<file path="src/rtl/core/rcbp_pkg.sv">
// Shared constants and types for the range coded bit packer.
package rcbp_pkg;

  localparam int unsigned VALUE_WIDTH = 32;
  localparam int unsigned BYTE_W      = 8;
  localparam int unsigned WORK_W      = VALUE_WIDTH + BYTE_W;
  localparam int unsigned NB_W        = $clog2(VALUE_WIDTH + 1);
  localparam int unsigned TOT_W       = $clog2(WORK_W + 1);
  localparam int unsigned POS_W       = $clog2(BYTE_W);
  localparam int unsigned QDEPTH      = 2;
  localparam int unsigned QPTR_W      = $clog2(QDEPTH);
  localparam int unsigned QCNT_W      = $clog2(QDEPTH + 1);

  localparam logic CMD_WRITE = 1'b0;
  localparam logic CMD_FLUSH = 1'b1;

  typedef struct packed {
    logic                   flush;
    logic [VALUE_WIDTH-1:0] bits;
    logic [NB_W-1:0]        nbits;
  } rcbp_entry_t;

endpackage

</file>
<file path="src/rtl/core/rcbp_front.sv">
// Front stage: turns an input item into a queue entry with masked bits and a bit count.
module rcbp_front (
  input  logic                            cmd_i,
  input  logic [rcbp_pkg::VALUE_WIDTH-1:0] value_i,
  input  logic [rcbp_pkg::VALUE_WIDTH-1:0] low_bound_i,
  input  logic [rcbp_pkg::VALUE_WIDTH-1:0] high_bound_i,
  input  logic                            signed_mode_i,
  output rcbp_pkg::rcbp_entry_t           entry_o
);
  import rcbp_pkg::*;

  logic [VALUE_WIDTH-1:0] bias;
  logic [VALUE_WIDTH-1:0] v_b;
  logic [VALUE_WIDTH-1:0] lo_b;
  logic [VALUE_WIDTH-1:0] hi_b;
  logic [VALUE_WIDTH-1:0] diff;
  logic [VALUE_WIDTH-1:0] span;
  logic [NB_W-1:0]        nbits;
  logic [VALUE_WIDTH:0]   mask;

  always_comb begin
    bias = signed_mode_i ? {1'b1, {(VALUE_WIDTH-1){1'b0}}} : '0;
    v_b  = value_i + bias;
    lo_b = low_bound_i + bias;
    hi_b = high_bound_i + bias;
    diff = v_b - lo_b;
    span = hi_b - lo_b;
    nbits = '0;
    for (int i = 0; i < VALUE_WIDTH; i++) begin
      if (span[i]) begin
        nbits = NB_W'(i + 1);
      end
    end
    mask = ((VALUE_WIDTH+1)'(1) << nbits) - (VALUE_WIDTH+1)'(1);
    entry_o.flush = (cmd_i == CMD_FLUSH);
    entry_o.bits  = diff & mask[VALUE_WIDTH-1:0];
    entry_o.nbits = (cmd_i == CMD_FLUSH) ? '0 : nbits;
  end

endmodule

</file>
<file path="src/rtl/core/rcbp_queue.sv">
// Two-entry queue that decouples the front stage from the packing back end.
module rcbp_queue (
  input  logic                  clk_i,
  input  logic                  rst_ni,
  input  logic                  push_i,
  input  rcbp_pkg::rcbp_entry_t push_data_i,
  output logic                  full_o,
  input  logic                  pop_i,
  output logic                  valid_o,
  output rcbp_pkg::rcbp_entry_t pop_data_o
);
  import rcbp_pkg::*;

  rcbp_entry_t       mem_q [QDEPTH];
  logic [QPTR_W-1:0] wptr_q, wptr_d;
  logic [QPTR_W-1:0] rptr_q, rptr_d;
  logic [QCNT_W-1:0] cnt_q, cnt_d;

  assign full_o     = (cnt_q == QCNT_W'(QDEPTH));
  assign valid_o    = (cnt_q != '0);
  assign pop_data_o = mem_q[rptr_q];

  always_comb begin
    wptr_d = push_i ? wptr_q + QPTR_W'(1) : wptr_q;
    rptr_d = pop_i ? rptr_q + QPTR_W'(1) : rptr_q;
    cnt_d  = cnt_q + QCNT_W'(push_i) - QCNT_W'(pop_i);
  end

  always_ff @(posedge clk_i or negedge rst_ni) begin
    if (!rst_ni) begin
      wptr_q <= '0;
      rptr_q <= '0;
      cnt_q  <= '0;
    end else begin
      wptr_q <= wptr_d;
      rptr_q <= rptr_d;
      cnt_q  <= cnt_d;
    end
  end

  always_ff @(posedge clk_i) begin
    if (push_i) begin
      mem_q[wptr_q] <= push_data_i;
    end
  end

endmodule

</file>
<file path="src/rtl/core/rcbp_back.sv">
// Back end: merges entry bits into the partial byte and emits completed bytes.
module rcbp_back (
  input  logic                  clk_i,
  input  logic                  rst_ni,
  input  logic                  q_valid_i,
  input  rcbp_pkg::rcbp_entry_t q_data_i,
  output logic                  q_pop_o,
  output logic                  out_valid_o,
  input  logic                  out_ready_i,
  output logic [7:0]            out_byte_o,
  output logic                  last_o
);
  import rcbp_pkg::*;

  logic [BYTE_W-1:0] partial_q, partial_d;
  logic [POS_W-1:0]  bitpos_q, bitpos_d;
  logic [WORK_W-1:0] work_q, work_d;
  logic [TOT_W-1:0]  tot_q, tot_d;
  logic              busy_q, busy_d;
  logic              ovalid_q, ovalid_d;
  logic [BYTE_W-1:0] obyte_q, obyte_d;
  logic              olast_q, olast_d;
  logic              slot_free;
  logic [TOT_W-1:0]  tot_sum;
  logic [TOT_W-1:0]  sh;
  logic [WORK_W-1:0] merged;

  assign out_valid_o = ovalid_q;
  assign out_byte_o  = obyte_q;
  assign last_o      = olast_q;

  always_comb begin
    slot_free = !ovalid_q || out_ready_i;
    tot_sum   = TOT_W'(bitpos_q) + TOT_W'(q_data_i.nbits);
    sh        = TOT_W'(WORK_W) - tot_sum;
    merged    = {partial_q, {VALUE_WIDTH{1'b0}}} | (WORK_W'(q_data_i.bits) << sh);

    partial_d = partial_q;
    bitpos_d  = bitpos_q;
    work_d    = work_q;
    tot_d     = tot_q;
    busy_d    = busy_q;
    ovalid_d  = ovalid_q && !out_ready_i;
    obyte_d   = obyte_q;
    olast_d   = olast_q;
    q_pop_o   = 1'b0;

    if (busy_q) begin
      if (slot_free) begin
        ovalid_d = 1'b1;
        obyte_d  = work_q[WORK_W-1 -: BYTE_W];
        olast_d  = (tot_q < TOT_W'(2 * BYTE_W));
        if (tot_q < TOT_W'(2 * BYTE_W)) begin
          partial_d = work_q[WORK_W-BYTE_W-1 -: BYTE_W];
          bitpos_d  = tot_q[POS_W-1:0];
          busy_d    = 1'b0;
        end else begin
          work_d = work_q << BYTE_W;
          tot_d  = tot_q - TOT_W'(BYTE_W);
        end
      end
    end else if (q_valid_i) begin
      if (q_data_i.flush) begin
        if (bitpos_q == '0) begin
          q_pop_o   = 1'b1;
          partial_d = '0;
        end else if (slot_free) begin
          q_pop_o   = 1'b1;
          ovalid_d  = 1'b1;
          obyte_d   = partial_q;
          olast_d   = 1'b1;
          partial_d = '0;
          bitpos_d  = '0;
        end
      end else begin
        q_pop_o = 1'b1;
        if (tot_sum < TOT_W'(BYTE_W)) begin
          partial_d = merged[WORK_W-1 -: BYTE_W];
          bitpos_d  = tot_sum[POS_W-1:0];
        end else begin
          busy_d = 1'b1;
          work_d = merged;
          tot_d  = tot_sum;
        end
      end
    end
  end

  always_ff @(posedge clk_i or negedge rst_ni) begin
    if (!rst_ni) begin
      partial_q <= '0;
      bitpos_q  <= '0;
      busy_q    <= 1'b0;
      ovalid_q  <= 1'b0;
    end else begin
      partial_q <= partial_d;
      bitpos_q  <= bitpos_d;
      busy_q    <= busy_d;
      ovalid_q  <= ovalid_d;
    end
  end

  always_ff @(posedge clk_i) begin
    work_q  <= work_d;
    tot_q   <= tot_d;
    obyte_q <= obyte_d;
    olast_q <= olast_d;
  end

endmodule

</file>
<file path="src/rtl/core/range_coded_bit_packer_top.sv">
// Top level of the range coded bit packer: front stage, queue and back end.
// A completed byte goes from the queue through the work register to the output register.
// A write that completes k bytes (k at most 4) holds the back end until they have all gone out
// one at a time through the single byte-wide output register; a stalled output holds it longer.
// A two-entry queue lets items be accepted while earlier bytes are still being emitted.
// Reset clears the queue, the partial byte, the bit position and the output valid.
module range_coded_bit_packer_top (
  input  logic                             clk_i,
  input  logic                             rst_ni,
  input  logic                             in_valid_i,
  output logic                             in_ready_o,
  input  logic                             cmd_i,
  input  logic [rcbp_pkg::VALUE_WIDTH-1:0] value_i,
  input  logic [rcbp_pkg::VALUE_WIDTH-1:0] low_bound_i,
  input  logic [rcbp_pkg::VALUE_WIDTH-1:0] high_bound_i,
  input  logic                             signed_mode_i,
  output logic                             out_valid_o,
  input  logic                             out_ready_i,
  output logic [7:0]                       out_byte_o,
  output logic                             last_o
);
  import rcbp_pkg::*;

  rcbp_entry_t entry;
  rcbp_entry_t q_data;
  logic        q_full;
  logic        q_valid;
  logic        q_pop;
  logic        push;

  assign in_ready_o = !q_full;
  assign push       = in_valid_i && !q_full;

  rcbp_front u_front (
    .cmd_i        (cmd_i),
    .value_i      (value_i),
    .low_bound_i  (low_bound_i),
    .high_bound_i (high_bound_i),
    .signed_mode_i(signed_mode_i),
    .entry_o      (entry)
  );

  rcbp_queue u_queue (
    .clk_i      (clk_i),
    .rst_ni     (rst_ni),
    .push_i     (push),
    .push_data_i(entry),
    .full_o     (q_full),
    .pop_i      (q_pop),
    .valid_o    (q_valid),
    .pop_data_o (q_data)
  );

  rcbp_back u_back (
    .clk_i      (clk_i),
    .rst_ni     (rst_ni),
    .q_valid_i  (q_valid),
    .q_data_i   (q_data),
    .q_pop_o    (q_pop),
    .out_valid_o(out_valid_o),
    .out_ready_i(out_ready_i),
    .out_byte_o (out_byte_o),
    .last_o     (last_o)
  );

endmodule

</file>
<file path="config.mk">
export PLATFORM = sky130hd
export DESIGN_NAME = range_coded_bit_packer_top
export DESIGN_NICKNAME = d
export VERILOG_FILES = /design/src/rtl/core/rcbp_pkg.sv /design/src/rtl/core/rcbp_front.sv /design/src/rtl/core/rcbp_queue.sv /design/src/rtl/core/rcbp_back.sv /design/src/rtl/core/range_coded_bit_packer_top.sv
export SDC_FILE = /design/constraint.sdc
export NUM_CORES = 1
export LEC_CHECK = 0
export ABC_CLOCK_PERIOD_IN_PS = 5450
export BUFFER_PORTS_ARGS = -buffer_cell sky130_fd_sc_hd__buf_4
export CORE_ASPECT_RATIO = 1.25
export CORE_MARGIN = 2
export CORE_UTILIZATION = 34
export CTS_CLUSTER_DIAMETER = 40
export DETAILED_ROUTE_END_ITERATION = 16
export PLACE_DENSITY = 0.5
export SKIP_LAST_GASP = 1
export SLEW_MARGIN = 25
export SYNTH_ARGS = -nofsm -noshare
export SYNTH_HDL_FRONTEND = slang
export SYNTH_HIERARCHICAL = 1
export SYNTH_SLANG_ARGS = --single-unit
</file>
<file path="constraint.sdc">
create_clock -name clk_i -period 5.45 [get_ports clk_i]
set_clock_uncertainty 0.15 [all_clocks]
set_input_delay 0.8175 -clock clk_i [delete_from_list [all_inputs] [get_ports clk_i]]
set_output_delay 0.8175 -clock clk_i [all_outputs]
set_load 0.01 [all_outputs]
</file>
==> flow_summary.json, run 1 <==
{
  "hold_viol_final": 0,
  "clkTransAtPathRegs_ns": 0.07,
  "synth_nets": 1790,
  "viasPerCell": 5.36,
  "avgRoutedWirePerCell_um": 17.1,
  "fill_cells": 4169,
  "irDropWorstVdd_uv": 742,
  "area_growth_pct": 28.0,
  "synth-seq-cells": 150,
  "ys_warn_count": 6,
  "r2r_setup_slack_ns": 1.02,
  "worst_pin_slew_ns": 0.995,
  "grt_pass1_vias": 12946,
  "hp-class": "primary input to asynchronous set/reset pin",
  "initial_core_util_pct": 34.6,
  "finalSetupViolCount": 0,
  "grt_usage_pct": 18.5,
  "endpoint": "u_queue/mem_q[1][26]",
  "comb_power_share_pct": 74.2,
  "grt_start_max_net_pins": 77,
  "io_pins": 113,
  "cts-hold-fix-buffers": 0,
  "crit_path_frequent_cell": "ha_4",
  "ys_seq_area_share_pct": 30.3,
  "wl_um": 41200,
  "fmax_mhz": 188,
  "syn_area_um2": 14600,
  "antenna_found_initial": 0,
  "placed_area_um2": 17700,
  "cp_slowest_cell": "fa_2",
  "maxCapViolCount": 0,
  "synth_edf_count": 133,
  "fin_crit_ns": 5.31,
  "diodes": 0,
  "dp.cells": 2371,
  "cp_data_arrival_time_ns": 5.33,
  "chipHeight_um": 236,
  "max_slew_margin_pct": 33.4,
  "rsz0062_at_grt": "true",
  "status": "finished, final reports clean",
  "die_area_um2": 44600,
  "final-max-slew-violation-count": 0,
  "cts_max_level": 4,
  "async_reset_ff_share_pct": 11.3,
  "stdcell_area_um2": 18700,
  "first_pass_iters": 5,
  "p_sw_share_pct": 48.8,
  "fp-row-count": 84,
  "cts_max_path_buffers": 2,
  "drive_above_1_share_pct": 31.1,
  "power.clock.fraction_pct": 9.5,
  "port_buffers": 111,
  "ff2ff_path_depth": 12,
  "critical_path.startpoint": "low_bound_i[1]",
  "dp_hpwl_um": 33500,
  "vias": 12942,
  "cts_tree": "done",
  "p_int_uw": 6480,
  "p_switching_uw": 6170,
  "total_power_uw": 12600,
  "clock_latency_ns": 0.44,
  "required_ns": 5.47,
  "ctsRootBufferMaster": "clkbuf_16",
  "antenna_left": 0,
  "synth_cell_types": 101,
  "core-area_um2": 42300,
  "p_per_area_nw_per_um2": 676,
  "die_w_um": 189,
  "syn_inst": 1555,
  "period_share_pct": 97.4,
  "stdcell_count": 2414,
  "clock_sinks": 150,
  "overflow": 0,
  "grt_pass1_wl_um": 66500,
  "worst_r2r_endpoint": "u_back/work_q[35]",
  "synth_flop_cell": "edfxtp_1",
  "drc": 0,
  "p_leak_uw": 0.00798,
  "crit_path_max_incr_delay_ns": 0.44,
  "path_cells": "buf_4 -> inv_4 -> ha_4 -> ha_4 -> fa_2 -> a211oi_4 -> o21a_4 -> nor3_4 -> o211a_1 -> or2_4 -> xor2_4 -> or3_1 -> a21oi_2 -> nor4b_2 -> nor2_2 -> nor2_4 -> o21ai_2 -> ha_4 -> nand2_2 -> o32a_4 -> a21oi_4 -> o21ai_4 -> xor2_1 -> nor3_2",
  "worstSetupPathType": "primary input to register",
  "syn_avg_cell_area_um2": 9.39,
  "reg2reg_from": "u_queue/rptr_q",
  "critPathMaxFanout": 4,
  "sequentialPowerShare_pct": 16.4,
  "cp-end-kind": "register",
  "cp-start-kind": "primary input",
  "cts_buffers": 17,
  "drt_iter0_markers": 580,
  "nets": 2077,
  "place.gp.congestion": 0.910
}
## worst max-delay path, delay by kind of cell
kind | cells | cell delay (ns)
adders and majority gates | 4 | 0.98
buffers and inverters | 2 | 0.17
and+or+nand+nor | 8 | 1.17
xor gates and xnor gates | 2 | 0.36
AOI/OAI and AO/OA | 8 | 1.82
## flip-flops by register name (all words and copies together) (netlist names)
register            cells
u_back/last_o           1
u_queue/cnt_q           2
u_back/partial_q        8
u_back/bitpos_q         3
u_back/tot_q            6
u_queue/mem_q          78
u_back/work_q          40
u_back/out_valid_o      1
u_back/out_byte_o       8
u_queue/rptr_q          1
u_queue/wptr_q          1
u_back/busy_q           1
## cell families (layout without fill, tap and decap cells)
| group | Yosys count | after routing | share of synthesized area (%) |
|---|---|---|---|
| AND/OR/NAND/NOR | 498 | 498 | 16.7 |
| flip-flops | 150 | 150 | 30.3 |
| AO/OA/AOI/OAI | 421 | 421 | 20.5 |
| buffers and inverters | 146 | 446 | 4.60 |
| multiplexers | 133 | 133 | 11.5 |
| XOR/XNOR | 74 | 74 | 4.85 |
| adder cells (fa/ha/maj) | 133 | 133 | 11.5 |
## per-layer routing
layer  GRT usage, %  share of wire [%]  vias up
met2           34.6                 52      253
met3           1.48                2.5       81
met5              0                  0        -
met1           21.5                 42     6142
li1               -                  -     6466
met4           7.42                3.7        0
## layout make-up
class	count	area [um2]	area share, %
multi-input combinational	1259	10100	54.1
sequential	150	4420	23.6
timing repair buffer	341	2580	13.8
tap	559	699	3.74
clock buffer	18	439	2.35
inverter	73	277	1.48
clock inverter	14	164	0.877
## cell usage in the layout (no fill, tap or decap), types with 22 or more instances in the layout
master and instances:
nand2_1 138, and3_1 23, buf_4 338, a211oi_1 28, a21oi_1 84, inv_1 67
nand3_1 32, xor2_1 29, nor2_1 127, a21o_1 30, mux4_2 22, o21a_1 22
o21ai_0 70, xnor2_1 36, mux2i_1 55, mux2_2 56, ha_1 115, edfxtp_1 133
nor3_1 42
## power by group through the flow
| stage | Combinational (uW) | Clock (uW) | Sequential [uW] |
|---|---|---|---|
| 6_report | 9380 | 1200 | 2070 |
| 5_1_grt | 10300 | 1270 | 2110 |
| 4_1_cts | 9290 | 1230 | 2070 |
| 3_5_place_dp | 9250 | 0 | 2100 |
| 3_3_place_gp | 9150 | 0 | 2080 |
| 2_1_floorplan | 6920 | 0 | 2100 |
## cell usage after synthesis, drive strengths merged (6+ instances only)
master / count / area (um2)
nor2b: 15 / 93.8
o31ai: 8 / 60.1
mux2i: 55 / 551
o211ai: 15 / 128
dfrtp: 17 / 425
xnor2: 39 / 342
a2111oi: 6 / 52.6
o21a: 23 / 174
nor4: 12 / 90.1
nor3: 48 / 267
or3: 19 / 124
a21o: 32 / 241
a211oi: 36 / 290
ha: 130 / 1630
nand3b: 9 / 67.6
nand2b: 11 / 71.3
o211a: 6 / 60.1
and2: 17 / 106
o21ai: 84 / 432
nand2: 141 / 529
a31oi: 17 / 121
clkbuf: 24 / 92.6
a22o: 13 / 115
inv: 73 / 274
nor3b: 10 / 86.3
nor2: 133 / 507
buf: 49 / 305
a211o: 10 / 87.6
nand4: 11 / 68.8
a22oi: 11 / 82.6
nand3: 32 / 160
o2111ai: 6 / 76.3
xor2: 32 / 295
mux2: 56 / 631
and3: 24 / 150
a21oi: 94 / 504
edfxtp: 133 / 3990
mux4: 22 / 495
## how the worst min path moves through the flow
stage,endpoint,slack (ns)
floorplan,u_queue/wptr_q,0.31
global placement,u_back/partial_q[3],0.34
detailed placement,u_back/partial_q[3],0.35
CTS,u_back/bitpos_q[1],0.09
global route,u_queue/cnt_q[0],0.11
finish,u_back/bitpos_q[2],0.09
## per-stage QoR
| step | hold slack, ns | TNS (ns) | worst slack (ns) | util, % |
|---|---|---|---|---|
| floorplan | 0.305 | 0 | 0.000775 | - |
| global placement | 0.337 | -14.62 | -0.529 | 41.8 |
| detailed placement | 0.350 | -16.73 | -0.608 | 41.9 |
| CTS | 0.0882 | 0 | 0.0116 | 43.4 |
| global route | 0.105 | -0.883 | -0.0805 | 44.3 |
| finish | 0.0941 | 0 | 0.143 | 44.3 |
## repair_timing
item | 4_1_cts | 5_1_grt
setup endpoints to repair | 22 | 32
setup buffers | 0 | 11
pin swaps | 0 | 32
gates resized for setup | 7 | 58
No activity file was read; power rests on OpenSTA's default activity.
==> run 2, diff against run 1 <==
--- a/config.mk
+++ b/config.mk
@@ -13,6 +13,7 @@
 export CTS_CLUSTER_DIAMETER = 40
 export DETAILED_ROUTE_END_ITERATION = 16
 export PLACE_DENSITY = 0.5
+export REMOVE_ABC_BUFFERS = 1
 export SKIP_LAST_GASP = 1
 export SLEW_MARGIN = 25
 export SYNTH_ARGS = -nofsm -noshare
==> run 2 against run 1 <==
Compared with the run above:
- cell count rose by 2.7%
- count of clock-buffer cells in the layout rose by 2
- routed wire length rose by 1.8%
- sequential power barely moved
- via count rose by 0.87%
- first-iteration DRC count did not move
- die area did not move
- flip-flop and latch count did not move
- critical path depth fell by 2
- core utilization rose by 0.99 points
- sequential share of layout area fell by 0.52 points
- worst hold slack improved by 0.0066 ns
- critical path type unchanged
- critical endpoint is now u_queue/mem_q[1][36]
==> flow_summary.json, run 2 (synthesis results as in run 1) <==
{
  "largest_reg_flops": 78,
  "cts_max_path_buffers": 2,
  "setup_ws_ns": 0.0935,
  "fill_cells": 4223,
  "finalSetupViolCount": 0,
  "grt_usage_pct": 18.7,
  "dp.cells": 2416,
  "wl_um": 42000,
  "hp-class": "primary input to asynchronous set/reset pin",
  "fin_crit_ns": 5.36,
  "cp-end-kind": "register",
  "topRoutingLayerUsed": "met4",
  "vias": 13055,
  "grt_pass1_vias": 13063,
  "die_area_um2": 44600,
  "diodes": 0,
  "critical_path.startpoint": "high_bound_i[1]",
  "critPathMaxFanout": 8,
  "required_ns": 5.48,
  "clock_latency_ns": 0.44,
  "stdcell_count": 2478,
  "fp-row-count": 84,
  "hold_viol_final": 0,
  "worstSetupPathType": "primary input to register",
  "max_slew_margin_pct": 35.5,
  "stdcell_area_um2": 19100,
  "route.met2.wl_um": 22500,
  "final-max-slew-violation-count": 0,
  "place_ws_ns": -0.912,
  "p_leak_uw": 0.00823,
  "cts-hold-fix-buffers": 0,
  "first_pass_iters": 5,
  "fmax_mhz": 187,
  "chipHeight_um": 236,
  "drc": 0,
  "period_share_pct": 98.3,
  "met1Wirelength_um": 17300,
  "maxCapViolCount": 0,
  "reg.largest.list": "u_queue/mem_q: 78 flops, u_back/work_q: 40 flops",
  "grt_start_max_net_pins": 62,
  "avgRoutedWirePerCell_um": 16.9,
  "place.gp.congestion": 0.891,
  "cp_data_arrival_time_ns": 5.38,
  "reg2reg_from": "u_queue/rptr_q",
  "cts_tree": "done",
  "routed-wl-met3_um": 980,
  "clock_sinks": 150,
  "drt_iter0_markers": 580,
  "p_per_area_nw_per_um2": 653,
  "overflow": 0,
  "dp_hpwl_um": 34400,
  "port_buffers": 111,
  "die_w_um": 189,
  "cts_max_level": 4,
  "cts_buffers": 17,
  "io_pins": 113,
  "area_growth_pct": 30.9,
  "tns_ns": 0,
  "cp-start-kind": "primary input",
  "antenna_left": 0,
  "top_register": "u_queue/mem_q",
  "grt_pass1_wl_um": 67100,
  "viasPerCell": 5.27,
  "status": "finished, final reports clean",
  "irDropWorstVdd_uv": 582,
  "core-area_um2": 42300,
  "layout_commonest_cell": "buf_4",
  "worst_pin_slew_ns": 0.968,
  "drive_above_1_share_pct": 33.3,
  "final_cell_mix": "395 x buf_4, 138 x nand2_1, 133 x edfxtp_1",
  "antenna_found_initial": 0,
  "worst_hold_slack_ns": 0.101,
  "clkTransAtPathRegs_ns": 0.06,
  "nets": 2141,
  "ctsRootBufferMaster": "clkbuf_16",
  "placed_area_um2": 17800,
  "initial_core_util_pct": 34.6
}
==> run 2: cell types whose count changed in the layout (fill, tap and decap cells not counted), moves of 3 or more <==
cell	previous run	this run
clkbuf_1	0	3
buf_4	338	395
clkinvlp_4	2	5
buf_6	2	9
inv_6	5	1
==> run 2: routing by layer <==
| metal | global-route usage [%] | vias up |
|---|---|---|
| li1 | - | 6598 |
| met1 | 21.5 | 6188 |
| met2 | 35.6 | 213 |
| met3 | 1.62 | 56 |
| met4 | 6.98 | 0 |
| met5 | 0 | - |
==> run 2: final cells by class <==
cell class              count  area, um2  area share [%]
clock inverters            12       81.3           0.426
well taps                 559        699            3.66
multi-input cells        1259      10100            52.8
inverters                  73        282            1.47
repair buffers            405       3090            16.2
flip-flops and latches    150       4420            23.1
clock buffers              20        437            2.28
==> run 2: through the flow <==
stage          utilization, %  total power [uW]
3_3_place_gp             42.0             11200
2_1_floorplan               -              8680
4_1_cts                  43.7             12400
3_5_place_dp             42.1             11300
6_report                 45.2             12500
5_1_grt                  45.2             13600
==> run 2: worst paths after layout <==
| path | end | slack (ns) | cells past startpoint |
|---|---|---|---|
| min in group clk_i | u_back/partial_q[0] | 0.37 | 2 |
| max reg2reg | u_back/work_q[39] | 0.98 | 12 |
| max | u_queue/mem_q[1][36] | 0.09 | 22 |
| max in group asynchronous | u_back/busy_q | 4.81 | 1 |
| min reg2reg | u_back/partial_q[0] | 0.37 | 2 |
| min | u_back/out_valid_o | 0.10 | 1 |
==> run 2: what timing repair did <==
action | CTS | global route
buffers inserted | 5 | 27
pin swaps | 10 | 42
setup endpoints to repair | 32 | 36
gates resized for setup | 29 | 90
gates cloned | 0 | 0
==> run 2: worst max-delay path, stage by stage <==
cell	delay [ns]
buf_4	0.12
ha_4	0.24
ha_4	0.17
buf_6	0.12
a211oi_4	0.34
nor3_4	0.08
o2111ai_4	0.31
a31oi_4	0.18
buf_6	0.15
a2111o_1	0.43
and4_4	0.19
nor4_4	0.38
buf_4	0.19
nand2b_2	0.06
or3_4	0.39
buf_4	0.18
or3_4	0.36
o211ai_4	0.20
nor3_2	0.07
buf_4	0.17
mux2i_1	0.14
o31ai_1	0.10
==> run 2: power breakdown <==
part           leakage, uW  switching, uW  internal (uW)  total [uW]
Sequential         0.00147            158           1930        2080
Clock             0.000237            460            576        1040
Combinational      0.00652           5420           3940        9360
==> run 3, diff against run 2 <==
--- a/config.mk
+++ b/config.mk
@@ -9,10 +9,11 @@
 export BUFFER_PORTS_ARGS = -buffer_cell sky130_fd_sc_hd__buf_4
 export CORE_ASPECT_RATIO = 1.25
 export CORE_MARGIN = 2
-export CORE_UTILIZATION = 34
+export CORE_UTILIZATION = 40
+export CTS_BUF_LIST = sky130_fd_sc_hd__clkbuf_8
 export CTS_CLUSTER_DIAMETER = 40
 export DETAILED_ROUTE_END_ITERATION = 16
-export PLACE_DENSITY = 0.5
+export PLACE_DENSITY = 0.57
 export REMOVE_ABC_BUFFERS = 1
 export SKIP_LAST_GASP = 1
 export SLEW_MARGIN = 25
==> run 3 against run 2 <==
Compared with the run above:
- critical path type unchanged
- critical path depth grew 6
- routed wire length shrank 2.4%
- highest routed layer unchanged
- worst hold slack lost 0.039 ns
- core utilization rose by 6.2 points
==> flow_summary.json, run 3 (synthesis results as in run 1) <==
{
  "cp-start-kind": "primary input",
  "antenna_found_initial": 1,
  "final-seq-area_um2": 4420,
  "drive_above_1_share_pct": 32.4,
  "p_leak_uw": 0.00805,
  "initial_core_util_pct": 40.4,
  "fmax_mhz": 188,
  "overflow": 0,
  "chipHeight_um": 218,
  "reg.largest.list": "u_queue/mem_q: 78 flops, u_back/work_q: 40 flops",
  "stdcell_area_um2": 18600,
  "fin_crit_ns": 5.33,
  "cp_data_arrival_time_ns": 5.39,
  "crit_path_frequent_cell": "buf_4",
  "crit_path_max_incr_delay_ns": 0.40,
  "fill_cells": 3436,
  "grt_pass1_wl_um": 65700,
  "cp_slowest_cell": "fa_2",
  "drc": 0,
  "core-area_um2": 36100,
  "grt_start_max_net_pins": 62,
  "final_cell_mix": "375 x buf_4, 138 x nand2_1, 133 x edfxtp_1",
  "rsz0062_at_grt": "true",
  "cts_tree": "done",
  "finalSetupViolCount": 0,
  "p_per_area_nw_per_um2": 658,
  "clock_latency_ns": 0.47,
  "avgRoutedWirePerCell_um": 17.2,
  "cp-end-kind": "register",
  "io_pins": 113,
  "die_area_um2": 38100,
  "die_w_um": 175,
  "placed_area_um2": 17600,
  "worstSetupPathType": "primary input to register",
  "maxCapViolCount": 0,
  "vias": 13060,
  "worst_pin_slew_ns": 0.998,
  "cts-hold-fix-buffers": 0,
  "port_buffers": 111,
  "critPathMaxFanout": 5,
  "grt_usage_pct": 21.4,
  "drt_iter0_markers": 676,
  "area_growth_pct": 27.2,
  "top_register": "u_queue/mem_q",
  "irDropWorstVdd_uv": 554,
  "cts_max_path_buffers": 2,
  "required_ns": 5.51,
  "cts_max_level": 4,
  "cts_buffers": 17,
  "place.gp.congestion": 0.946,
  "viasPerCell": 5.50,
  "antenna_left": 0,
  "layout_commonest_cell": "buf_4",
  "largest_reg_flops": 78,
  "clkTransAtPathRegs_ns": 0.08,
  "status": "finished, final reports clean",
  "multiInputGateArea_um2": 10000,
  "total_power_uw": 12200,
  "hold_viol_final": 0,
  "ctsRootBufferMaster": "clkbuf_8",
  "fp-row-count": 78,
  "worst_hold_slack_ns": 0.0619,
  "wl_um": 40900,
  "clock_sinks": 150,
  "grt_pass1_vias": 13173,
  "final-max-slew-violation-count": 0,
  "dp_hpwl_um": 33500,
  "nets": 2116,
  "first_pass_iters": 7,
  "period_share_pct": 97.8,
  "max_slew_margin_pct": 33.5,
  "hp-class": "primary input to asynchronous set/reset pin"
}
## run 3: cell type report
cell class                 count  share of cell area, %
clock inverter                14                  0.552
timing repair buffer         380                   15.6
inverter                      73                   1.50
multi-input combinational   1259                   54.0
clock buffer                  18                   1.33
sequential                   150                   23.8
antenna                        1                 0.0135
tap                          480                   3.23
## run 3: per-stage QoR
step	setup WS, ns	std cells	util, %	TNS, ns
4_1_cts	0.00148	2360	49.9	0
2_1_floorplan	-0.731	1482	-	-31.35
5_1_grt	-0.0803	2375	51.4	-0.465
3_5_place_dp	-0.860	2327	48.8	-24.30
6_report	0.120	2375	51.4	0
3_3_place_gp	-0.765	2326	48.8	-22.21
## run 3: what timing repair did
action,CTS,global route
setup buffers,1,16
endpoints found under the setup margin,24,36
pin swaps,7,30
resized for setup,14,84
## run 3: routing by layer
layer | vias to the layer above | wire length, um | GRT usage [%]
li1 | 6542 | - | -
met1 | 6216 | 16700 | 23.9
met2 | 224 | 21700 | 40.9
met3 | 78 | 1000 | 2.46
met4 | 0 | 1530 | 8.78
met5 | - | 0 | 0
## run 3: worst max-delay path, delay by kind of cell
| kind | cells | cell delay, ns |
|---|---|---|
| adders and majority gates | 4 | 0.97 |
| AOI/OAI and AO/OA | 6 | 1.20 |
| buffers and inverters | 8 | 1.05 |
| and+or+nand+nor | 8 | 0.99 |
| xor gates and xnor gates | 2 | 0.34 |
## run 3: final timing paths
path / to / startpoint / cells after the start / slack, ns
setup / recovery: u_queue/mem_q[0][14] / low_bound_i[1] / 28 / 0.12
hold / removal: u_back/out_valid_o / rst_ni / 1 / 0.06
setup reg to reg: u_back/work_q[35] / u_queue/rptr_q / 11 / 0.91
hold reg to reg: u_back/partial_q[3] / u_back/work_q[27] / 2 / 0.38
max in group asynchronous: u_back/busy_q / rst_ni / 1 / 4.86
min in group clk_i: u_back/partial_q[3] / u_back/work_q[27] / 2 / 0.38
## run 3: report_power, final
part	internal (uW)	total [uW]	switching [uW]	leakage, uW
sequential	1920	2080	160	0.00147
clock	329	766	437	0.000179
combinational	3950	9370	5420	0.00640
total	6200	12200	6020	0.00805
